===== src/rtl/core/prt_pkg.sv =====
// shared widths and the scan control type of the peer registry table
`timescale 1ns / 1ps

package prt_pkg;

    localparam int IP_W       = 32;
    localparam int PORT_W     = 16;
    localparam int ENDPOINT_W = IP_W + PORT_W;

    // control that travels with one registered ram read into the lister
    typedef struct packed {
        logic check;   // read data of the last cycle belongs to a listed slot
        logic used;    // that slot holds an endpoint
        logic flush;   // scan is over, give the final word
    } prt_scan_ctl_t;

endpackage


===== src/rtl/core/prt_ram.sv =====
// generic single write port, single read port ram with registered read
`timescale 1ns / 1ps

module prt_ram #(
    parameter int WIDTH = 48,
    parameter int DEPTH = 16
) (
    input  logic                     clk,
    input  logic                     wr_en,
    input  logic [$clog2(DEPTH)-1:0] wr_addr,
    input  logic [WIDTH-1:0]         wr_data,
    input  logic                     rd_en,
    input  logic [$clog2(DEPTH)-1:0] rd_addr,
    output logic [WIDTH-1:0]         rd_data
);

    logic [WIDTH-1:0] mem [DEPTH];

    // write port
    always_ff @(posedge clk)
    begin
        if (wr_en)
        begin
            mem[wr_addr] <= wr_data;
        end
    end

    // registered read port
    always_ff @(posedge clk)
    begin
        if (rd_en)
        begin
            rd_data <= mem[rd_addr];
        end
    end

endmodule


===== src/rtl/core/prt_lister.sv =====
// compares each scanned slot with the sender and emits peer words, one held back
`timescale 1ns / 1ps

module prt_lister
    import prt_pkg::*;
(
    input  logic                  clk,
    input  logic                  rst_n,
    input  prt_scan_ctl_t         ctl,
    input  logic [ENDPOINT_W-1:0] rd_data,
    input  logic [IP_W-1:0]       sender_ip,
    input  logic [PORT_W-1:0]     sender_port,
    output logic                  result_strobe,
    output logic [IP_W-1:0]       peer_ip,
    output logic [PORT_W-1:0]     peer_port,
    output logic                  peer_valid,
    output logic                  last_item
);

    logic                  hold_vld_reg, hold_vld_next;
    logic [ENDPOINT_W-1:0] hold_data_reg, hold_data_next;
    logic                  strobe_reg, strobe_next;
    logic                  valid_reg, valid_next;
    logic                  last_reg, last_next;
    logic [ENDPOINT_W-1:0] out_data_reg, out_data_next;
    logic                  hit;

    // slot is listed when it holds an endpoint other than the sender
    assign hit = ctl.check && ctl.used && (rd_data != {sender_ip, sender_port});

    // one word is held back so the final one can carry the last flag
    always_comb
    begin
        hold_vld_next  = hold_vld_reg;
        hold_data_next = hold_data_reg;
        strobe_next    = 1'b0;
        valid_next     = valid_reg;
        last_next      = last_reg;
        out_data_next  = out_data_reg;
        if (hit)
        begin
            hold_vld_next  = 1'b1;
            hold_data_next = rd_data;
            if (hold_vld_reg)
            begin
                strobe_next   = 1'b1;
                valid_next    = 1'b1;
                last_next     = 1'b0;
                out_data_next = hold_data_reg;
            end
        end
        else if (ctl.flush)
        begin
            hold_vld_next = 1'b0;
            strobe_next   = 1'b1;
            last_next     = 1'b1;
            valid_next    = hold_vld_reg;
            out_data_next = hold_vld_reg ? hold_data_reg : '0;
        end
    end

    // control flops
    always_ff @(posedge clk or negedge rst_n)
    begin
        if (!rst_n)
        begin
            hold_vld_reg <= 1'b0;
            strobe_reg   <= 1'b0;
        end
        else
        begin
            hold_vld_reg <= hold_vld_next;
            strobe_reg   <= strobe_next;
        end
    end

    // payload flops
    always_ff @(posedge clk)
    begin
        hold_data_reg <= hold_data_next;
        valid_reg     <= valid_next;
        last_reg      <= last_next;
        out_data_reg  <= out_data_next;
    end

    assign result_strobe = strobe_reg;
    assign peer_ip       = out_data_reg[ENDPOINT_W-1:PORT_W];
    assign peer_port     = out_data_reg[PORT_W-1:0];
    assign peer_valid    = valid_reg;
    assign last_item     = last_reg;

endmodule


===== src/rtl/core/peer_registry_table.sv =====
// peer registry table top level: sequencer, slot ram and peer lister
//
// channel   direction  handshake                 word
// command   in         start && !busy            client_ip, client_port
// result    out        result_strobe (no stall)  peer_ip, peer_port, peer_valid, last_item
//
// during a heartbeat busy stays high through one ram write of the
// sender, one ram read per slot, a drain step and a final step
// a full table first copies the upper half down to the lower half
// through the single ram read and write port
// results show one per cycle while the scan finds peers; the final word leaves
// in the cycle busy drops, and the receiver cannot stall them
// reset empties the table at once through the fill count, the ram is not swept
`timescale 1ns / 1ps

module peer_registry_table
    import prt_pkg::*;
#(
    parameter int SLOT_COUNT = 16
) (
    input  logic              clk,
    input  logic              rst_n,
    input  logic              start,
    output logic              busy,
    input  logic [IP_W-1:0]   client_ip,
    input  logic [PORT_W-1:0] client_port,
    output logic              result_strobe,
    output logic [IP_W-1:0]   peer_ip,
    output logic [PORT_W-1:0] peer_port,
    output logic              peer_valid,
    output logic              last_item
);

    localparam int AW   = $clog2(SLOT_COUNT);
    localparam int CW   = $clog2(SLOT_COUNT + 1);
    localparam int HALF = SLOT_COUNT / 2;
    localparam bit ODD  = (SLOT_COUNT % 2) != 0;

    localparam logic [2:0] ST_IDLE  = 3'd0;
    localparam logic [2:0] ST_SHIFT = 3'd1;
    localparam logic [2:0] ST_WRITE = 3'd2;
    localparam logic [2:0] ST_LIST  = 3'd3;
    localparam logic [2:0] ST_FLUSH = 3'd4;

    logic [2:0]            state_reg, state_next;
    logic [CW-1:0]         cnt_reg, cnt_next;
    logic [CW-1:0]         fill_reg, fill_next;
    logic                  top_used_reg, top_used_next;
    logic                  pend_reg, pend_next;
    logic [AW-1:0]         pend_addr_reg, pend_addr_next;
    logic [IP_W-1:0]       ip_reg, ip_next;
    logic [PORT_W-1:0]     port_reg, port_next;
    prt_scan_ctl_t         ctl_reg, ctl_next;

    logic                  wr_en;
    logic [AW-1:0]         wr_addr;
    logic [ENDPOINT_W-1:0] wr_data;
    logic                  rd_en;
    logic [AW-1:0]         rd_addr;
    logic [ENDPOINT_W-1:0] rd_data;
    logic                  slot_used;

    // a slot holds an endpoint if it is below the fill count, or it is the
    // top slot that a move on an odd table left in place
    assign slot_used = (cnt_reg < fill_reg)
                    || ((cnt_reg == CW'(SLOT_COUNT - 1)) && top_used_reg);

    // sequencer
    always_comb
    begin
        state_next     = state_reg;
        cnt_next       = cnt_reg;
        fill_next      = fill_reg;
        top_used_next  = top_used_reg;
        pend_next      = 1'b0;
        pend_addr_next = pend_addr_reg;
        ip_next        = ip_reg;
        port_next      = port_reg;
        ctl_next       = '0;
        rd_en          = 1'b0;
        rd_addr        = '0;
        wr_en          = pend_reg;
        wr_addr        = pend_addr_reg;
        wr_data        = rd_data;
        case (state_reg)
            ST_IDLE:
            begin
                if (start)
                begin
                    ip_next   = client_ip;
                    port_next = client_port;
                    cnt_next  = '0;
                    state_next = (fill_reg == CW'(SLOT_COUNT)) ? ST_SHIFT : ST_WRITE;
                end
            end
            ST_SHIFT:
            begin
                // copy slot cnt+HALF down to slot cnt, the write trails the read through the pend register
                if (cnt_reg < CW'(HALF))
                begin
                    rd_en          = 1'b1;
                    rd_addr        = AW'(cnt_reg) + AW'(HALF);
                    pend_next      = 1'b1;
                    pend_addr_next = AW'(cnt_reg);
                    cnt_next       = cnt_reg + 1'b1;
                end
                else
                begin
                    fill_next     = CW'(HALF);
                    top_used_next = ODD ? top_used_reg : 1'b0;
                    state_next    = ST_WRITE;
                end
            end
            ST_WRITE:
            begin
                // store the sender in the lowest empty slot
                wr_en   = 1'b1;
                wr_addr = fill_reg[AW-1:0];
                wr_data = {ip_reg, port_reg};
                if (fill_reg == CW'(SLOT_COUNT - 1))
                begin
                    top_used_next = 1'b1;
                end
                if ((fill_reg + 1'b1 == CW'(SLOT_COUNT - 1)) && top_used_reg)
                begin
                    fill_next = CW'(SLOT_COUNT);
                end
                else
                begin
                    fill_next = fill_reg + 1'b1;
                end
                cnt_next   = '0;
                state_next = ST_LIST;
            end
            ST_LIST:
            begin
                // one slot read per cycle, checked by the lister in the next cycle
                if (cnt_reg < CW'(SLOT_COUNT))
                begin
                    rd_en          = 1'b1;
                    rd_addr        = cnt_reg[AW-1:0];
                    ctl_next.check = 1'b1;
                    ctl_next.used  = slot_used;
                    cnt_next       = cnt_reg + 1'b1;
                end
                else
                begin
                    ctl_next.flush = 1'b1;
                    state_next     = ST_FLUSH;
                end
            end
            ST_FLUSH:
            begin
                state_next = ST_IDLE;
            end
            default:
            begin
                state_next = ST_IDLE;
            end
        endcase
    end

    // control flops
    always_ff @(posedge clk or negedge rst_n)
    begin
        if (!rst_n)
        begin
            state_reg    <= ST_IDLE;
            cnt_reg      <= '0;
            fill_reg     <= '0;
            top_used_reg <= 1'b0;
            pend_reg     <= 1'b0;
            ctl_reg      <= '0;
        end
        else
        begin
            state_reg    <= state_next;
            cnt_reg      <= cnt_next;
            fill_reg     <= fill_next;
            top_used_reg <= top_used_next;
            pend_reg     <= pend_next;
            ctl_reg      <= ctl_next;
        end
    end

    // payload flops
    always_ff @(posedge clk)
    begin
        pend_addr_reg <= pend_addr_next;
        ip_reg        <= ip_next;
        port_reg      <= port_next;
    end

    assign busy = (state_reg != ST_IDLE);

    // slot endpoint store
    prt_ram #(
        .WIDTH (ENDPOINT_W),
        .DEPTH (SLOT_COUNT)
    ) u_slot_ram (
        .clk     (clk),
        .wr_en   (wr_en),
        .wr_addr (wr_addr),
        .wr_data (wr_data),
        .rd_en   (rd_en),
        .rd_addr (rd_addr),
        .rd_data (rd_data)
    );

    // compare against the sender and drive the result word
    prt_lister u_lister (
        .clk           (clk),
        .rst_n         (rst_n),
        .ctl           (ctl_reg),
        .rd_data       (rd_data),
        .sender_ip     (ip_reg),
        .sender_port   (port_reg),
        .result_strobe (result_strobe),
        .peer_ip       (peer_ip),
        .peer_port     (peer_port),
        .peer_valid    (peer_valid),
        .last_item     (last_item)
    );

    // fill count never passes the table size
    assert property (@(posedge clk) disable iff (!rst_n)
        fill_reg <= CW'(SLOT_COUNT))
        else $error("fill count beyond table size");

    // a heartbeat on a full table moves the upper half first
    assert property (@(posedge clk) disable iff (!rst_n)
        (start && !busy && fill_reg == CW'(SLOT_COUNT)) |=> (state_reg == ST_SHIFT))
        else $error("full table not moved before insert");

    // the final cycle is always followed by the flagged last word
    assert property (@(posedge clk) disable iff (!rst_n)
        (state_reg == ST_FLUSH) |=> (result_strobe && last_item))
        else $error("missing last word after scan");

    // an empty word only ever closes a heartbeat
    assert property (@(posedge clk) disable iff (!rst_n)
        (result_strobe && !peer_valid) |-> last_item)
        else $error("empty word not flagged last");

endmodule

===== config.mk =====
export PLATFORM = sky130hd
export DESIGN_NAME = peer_registry_table
export DESIGN_NICKNAME = d
export VERILOG_FILES = /design/src/rtl/core/prt_pkg.sv /design/src/rtl/core/prt_ram.sv /design/src/rtl/core/prt_lister.sv /design/src/rtl/core/peer_registry_table.sv
export SDC_FILE = /design/constraint.sdc
export NUM_CORES = 1
export LEC_CHECK = 0
export ABC_AREA = 1
export BUFFER_PORTS_ARGS = -buffer_cell sky130_fd_sc_hd__buf_2
export CAP_MARGIN = 40
export CORE_MARGIN = 10
export CORE_UTILIZATION = 30
export DETAILED_ROUTE_END_ITERATION = 10
export PLACE_DENSITY = 0.42
export SLEW_MARGIN = 15
export SYNTH_ARGS = -nofsm -noshare
export SYNTH_HDL_FRONTEND = slang
export SYNTH_SLANG_ARGS = --single-unit

===== constraint.sdc =====
create_clock -name clk -period 4.6 [get_ports clk]
set_clock_uncertainty 0.15 [all_clocks]
set_input_delay 0.23 -clock clk [delete_from_list [all_inputs] [get_ports clk]]
set_output_delay 0.23 -clock clk [all_outputs]
set_load 0.1 [all_outputs]

==> flow_summary_export.csv, run 1 <==
group,metric,value,unit
synth,ys.warnings.count,0,
route,wl_met3,7390,um
global_route,globalRouteTotalUtil,17.0,%
timing,period_share,76.6,%
synth,avgSynthCellArea,10.8,um2
route,drt_wl_total,136000,um
critical_path,crit_fanout,40,
synth,synth_cells,3911,
route,ant_nets,0,
timing,setup_tns,0,ps
place,hpwl,75600,um
layout,final_cells,6023,
synth,ys_async_sr_fraction,2.03,%
power,combinationalPowerShare,35.8,%
timing,period_minus_slack,3520,ps
layout,fin_area,49600,um2
power,leakage,19.6,nW
run_status,status,"finished, final reports clean",
critical_path,cp-end-kind,"register",
job,max_cap_viol_count,0,
clock_network,cts_made_buffers,113,
floorplanning,die_h,396,um
clock_network,clkSinkCount,986,
power,p_sw_share,39.2,%
synth,synth.distinct_cells,31,
power,switching_power,14.0,mW
timing,rsz0062_at_grt,"false",
synth,synth_xor_area_share,0.537,%
synth,synth_seq_cells,986,
route,wl_per_cell,22.6,um
route,top_layer_used,"met4",
floorplanning,start_util,30.3,%
place,gp_congestion,0.752,
timing,fmax,0.284,GHz
layout,fillers,13921,
layout,syn_to_final_growth,17.0,%
timing,setup_slack,1080,ps
clock_network,cts_resized,0,
global_route,antenna_found_initial,7,
clock_network,cts_buffer_depth,3,
clock_network,cts_hold_buf,52,
clock_network,cts.clk_slew.worst_paths,60,ps
power,ir_drop,0.433,mV
power,p_per_area,718,nW/um2
global_route,grt_max_degree,189,
floorplanning,core_area,140000,um2
floorplanning,die_area,157000,um2
synth,synth_ff_type,"edfxtp_1",
route,drt-met1-wl,65000,um
route,dr.first_iter.drc_count,2291,
global_route,gr-total-overflow,0,
global_route,grt_first_pass_wirelength,199000,um
place,port-buffer-count,102,
layout,utilization,35.5,%
layout,nets,4115,
layout,final_cell_mix,"nand2_1, edfxtp_1, nand3_1, inv_1, clkbuf_16",
hold_path,hold_path.class,"input pin to register",
synth,synth_compound_area_share,0.670,%
route,num_vias,28495,
timing,final_max_slew_viol_count,0,
global_route,grt_pass1_vias,27678,
timing,hold_ws,64.8,ps
synth,syn-num-nets,3972,
power,seqPwrFrac,40.2,%
power,p_int,21.6,mW
layout,layout_commonest_cell,"nand2_1",
floorplanning,ioPinCount,103,
floorplanning,rows,137,
synth,netlist_area,42400,um2
clock_network,htree_levels,3,
timing,setup_viol,0,
clock_network,cts_root_buffer,"clkbuf_16",
clock_network,clk_latency,730,ps
power,power.total,35.6,mW
power,clock_power_share,24.1,%
layout,drive_above_1_share,9.56,%
floorplanning,fp.dieW,396,um
timing,relSlewSlack,13.4,%
synth,synthMuxAreaShare,0,%
clock_network,postCtsSetupRepairBufs,0,
route,wl_met2,61100,um
synth,yosys.area_share.adder,0.295,%
place,post-place-cells,5763,
layout,largest_reg_flops,768,
critical_path,crit_required,4820,ps
timing,tightest_slew,1300,ps
layout,largest-register,"u_slot_ram.mem",
route,routed_via_density,4.73,
critical_path,path_class,"register to register",
place,postPlaceCellArea,45600,um2
place,post-place-ws,1050,ps
route,drtPass1Iterations,5,
clock_network,cts_tree,"yes",
synth,synth_edf_count,966,
critical_path,worstSetupStartpointType,"register",
critical_path,worstPathArrival,3750,ps
synth,ys_seq_area_share,69.6,%
synth,synthSimpleGateAreaFrac,22.7,%
route,drc,0,
timing,hold_viol,0,
synth,synth_top_family_by_area,"simple AND/OR/NAND/NOR gates",
## Yosys cell counts (all sizes together), types with 3 or more instances
| cell type | count | area, um2 |
|---|---|---|
| a21oi | 6 | 30.0 |
| buf | 127 | 619 |
| clkbuf | 104 | 390 |
| dfrtp | 20 | 500 |
| edfxtp | 966 | 29000 |
| ha | 10 | 125 |
| inv | 425 | 1600 |
| nand2 | 1189 | 4460 |
| nand3 | 826 | 4130 |
| nand3b | 96 | 721 |
| nand4 | 4 | 31.3 |
| nor2 | 58 | 243 |
| o21ai | 41 | 205 |
| o22ai | 3 | 18.8 |
| or2 | 4 | 25.0 |
| xnor2 | 23 | 201 |
| xor2 | 3 | 26.3 |
## cells by family (layout without fill, tap and decap cells)
kind of cell,after synthesis,in the layout
adder cells (fa/ha/maj),10,10
AO/OA/AOI/OAI,54,54
XOR/XNOR,26,26
other,0,3
flip-flops,986,986
AND/OR/NAND/NOR,2178,2178
buffers and inverters,657,890
## worst max-delay path: stages, from the launching register on
cell and delay (ps):
dfrtp_1 410, inv_2 70, nand2_1 110, nor2_4 120
buf_4 480, or2_2 200, o21ai_0 140, inv_1 130
nand3_1 310, nor2_4 580, buf_4 420
## final timing paths
path	start	end	slack [ps]	cells after the start
max in group asynchronous	rst_n	u_lister.hold_vld_reg	3750	4
min in group asynchronous	rst_n	state_reg[1]	380	4
min	client_ip[31]	ip_reg[31]	60	2
max reg2reg	state_reg[2]	u_slot_ram.mem[6][45]	1080	10
min reg2reg	ctl_reg[0]	u_lister.hold_vld_reg	320	1
max	state_reg[2]	u_slot_ram.mem[6][45]	1080	10
## area by class of cell
type                            instances  area [um2]  area share (%)
Clock inverter                         52         434           0.876
Timing Repair Buffer                  259        2230            4.49
Multi-Input combinational cell       2268       10500            21.1
Antenna cell                            3        7.51          0.0151
Inverter                              426        1600            3.23
Sequential cell                       986       29500            59.5
Tap cell                             1876        2350            4.73
Clock buffer                          153        3000            6.05
## power groups by stage
stage               sequential [mW]  clock, mW  combinational (mW)
global route                   14.4       9.14                14.2
CTS                            14.3       8.78                12.9
global placement               14.5          0                12.7
floorplan                      14.5          0                7.46
detailed placement             14.5          0                12.9
finish                         14.3       8.57                12.7
## metal layers
layer  track usage, %  vias to the layer above
li1                 -                    13508
met5                0                        -
met4             4.20                        0
met2             26.3                      710
met3             3.15                      156
met1             24.5                    14121
Power figures use the tool's default switching activity.
==> inputs of run 2 (changes only) <==
Settings changed: PLACE_DENSITY 0.42 to 0.44.
Clock period 4.6 ns to 3.1 ns, I/O delays scaled along.
==> flow_summary_export.csv, run 2 (synthesized netlist as in run 1, its figures left out) <==
group,metric,value,unit
critical_path,cp_cell_sequence,"xnor2_1 -> nand2_1 -> nor2_1 -> nand2_1 -> nor2_1 -> nand3_2 -> buf_4 -> nand3_1 -> nand2_2 -> buf_12",
route,wl_per_cell,22.4,um
timing,hold_ws,43.2,ps
critical_path,cp-end-kind,"register",
critical_path,worstPathArrival,3280,ps
clock_network,cts.clk_slew.worst_paths,60,ps
route,dr.first_iter.drc_count,2381,
route,ant_nets,0,
floorplanning,rows,137,
critical_path,endpoint,"u_lister.out_data_reg[20]",
place,post-place-ws,111,ps
power,power.total,53.8,mW
layout,nets,4167,
route,drtPass1Iterations,5,
job,max_cap_viol_count,0,
clock_network,cts_root_buffer,"clkbuf_16",
timing,setup_slack,102,ps
layout,syn_to_final_growth,19.4,%
place,gp_congestion,0.755,
power,p_per_area,1060,nW/um2
critical_path,max_stage_delay,530,ps
critical_path,crit_required,3380,ps
clock_network,htree_levels,3,
clock_network,clkSinkCount,986,
clock_network,cts_made_buffers,112,
layout,drive_above_1_share,10.6,%
layout,largest_reg_flops,768,
place,hpwl,75400,um
floorplanning,die_area,157000,um2
place,port-buffer-count,102,
route,routed_via_density,4.72,
critical_path,critPathSlowestCell,"xnor2_1",
critical_path,reg2regPathDepth,10,
floorplanning,ioPinCount,103,
critical_path,path_class,"register to register",
layout,final_cell_mix,"nand2_1, edfxtp_1, nand3_1, inv_1, clkbuf_16",
timing,setup_tns,0,ps
hold_path,hp-start,"client_ip[1]",
layout,fillers,13846,
route,drc,0,
critical_path,reg2reg_from,"u_slot_ram.rd_data[26]",
hold_path,hold_path.class,"input pin to register",
clock_network,clk_latency,720,ps
global_route,grt_first_pass_wirelength,198000,um
floorplanning,fp.dieW,396,um
timing,rsz0062_at_grt,"false",
critical_path,startpoint,"u_slot_ram.rd_data[26]",
floorplanning,core_area,140000,um2
timing,fmax,0.334,GHz
floorplanning,die_h,396,um
global_route,gr-total-overflow,0,
clock_network,cts_buffer_depth,3,
route,drt_wl_total,136000,um
floorplanning,start_util,30.3,%
timing,relSlewSlack,43.4,%
power,ir_drop,0.722,mV
timing,tightest_slew,849,ps
timing,final_max_slew_viol_count,0,
critical_path,rrSetupSlack,100,ps
route,num_vias,28683,
critical_path,worstSetupStartpointType,"register",
global_route,globalRouteTotalUtil,17.0,%
global_route,grt_pass1_vias,27609,
clock_network,cts_tree,"yes",
run_status,status,"finished, final reports clean",
layout,layout_commonest_cell,"nand2_1",
global_route,antenna_found_initial,6,
timing,setup_viol,0,
critical_path,crit_fanout,51,
layout,largest-register,"u_slot_ram.mem",
timing,hold_viol,0,
timing,period_share,96.7,%
critical_path,r2r_end,"u_lister.out_data_reg[20]",
power,leakage,20.1,nW
global_route,grt_max_degree,102,
timing,period_minus_slack,3000,ps
## run 2: metal layers
layer | routed length (um) | GRT usage, % | share of wire, %
met5 | 9 | 0 | 0.0066
met2 | 60100 | 26.1 | 44
met3 | 8690 | 3.78 | 6.4
met1 | 63700 | 24.1 | 47
met4 | 3380 | 4.46 | 2.5
## run 2: worst min path at each step
stage	to	slack [ps]	depth (start not counted)
2_1_floorplan	cnt_reg[0]	-290	0
3_3_place_gp	fill_reg[3]	3	1
3_5_place_dp	fill_reg[3]	4	1
4_1_cts	ip_reg[3]	2	2
5_1_grt	ip_reg[1]	30	2
6_report	ip_reg[1]	40	2
## run 2: layout make-up
cell class              instances  area, um2  area share, %
repair buffers                312       3110           6.15
clock buffers                 139       2930           5.78
multi-input cells            2268      10500           20.7
flip-flops and latches        986      29500           58.3
diodes                          2       5.00        0.00989
well taps                    1876       2350           4.64
clock inverters                64        616           1.22
inverters                     426       1600           3.17
## run 2: per-stage QoR
stage / instance area, um2 / cells / util [%]
5_1_grt: 50600 / 6071 / 36.2
6_report: 50600 / 6073 / 36.2
3_3_place_gp: 46300 / 5789 / 33.1
2_1_floorplan: 42400 / 3911 / -
4_1_cts: 50500 / 6067 / 36.1
3_5_place_dp: 46300 / 5799 / 33.1
## run 2: worst max-delay path: cells and delay by family (launching register included)
family                    cells  cell delay, ps
xor gates and xnor gates      1             530
buffers and inverters         2             520
DFF                           1             470
and+or+nand+nor               7            1030
## run 2: repair_timing
action / CTS / global route
gates resized for setup: 0 / 5
buffers inserted: 0 / 3
endpoints found under the hold margin: 111 / 20
endpoints found under the setup margin: 0 / 435
hold buffers: 65 / 1
## run 2: power breakdown
| part | switching (mW) | internal [mW] | total (mW) |
|---|---|---|---|
| sequential | 1.04 | 20.0 | 21.1 |
| clock | 5.41 | 7.62 | 13.0 |
| combinational | 14.2 | 5.52 | 19.7 |
| total | 20.6 | 33.2 | 53.8 |
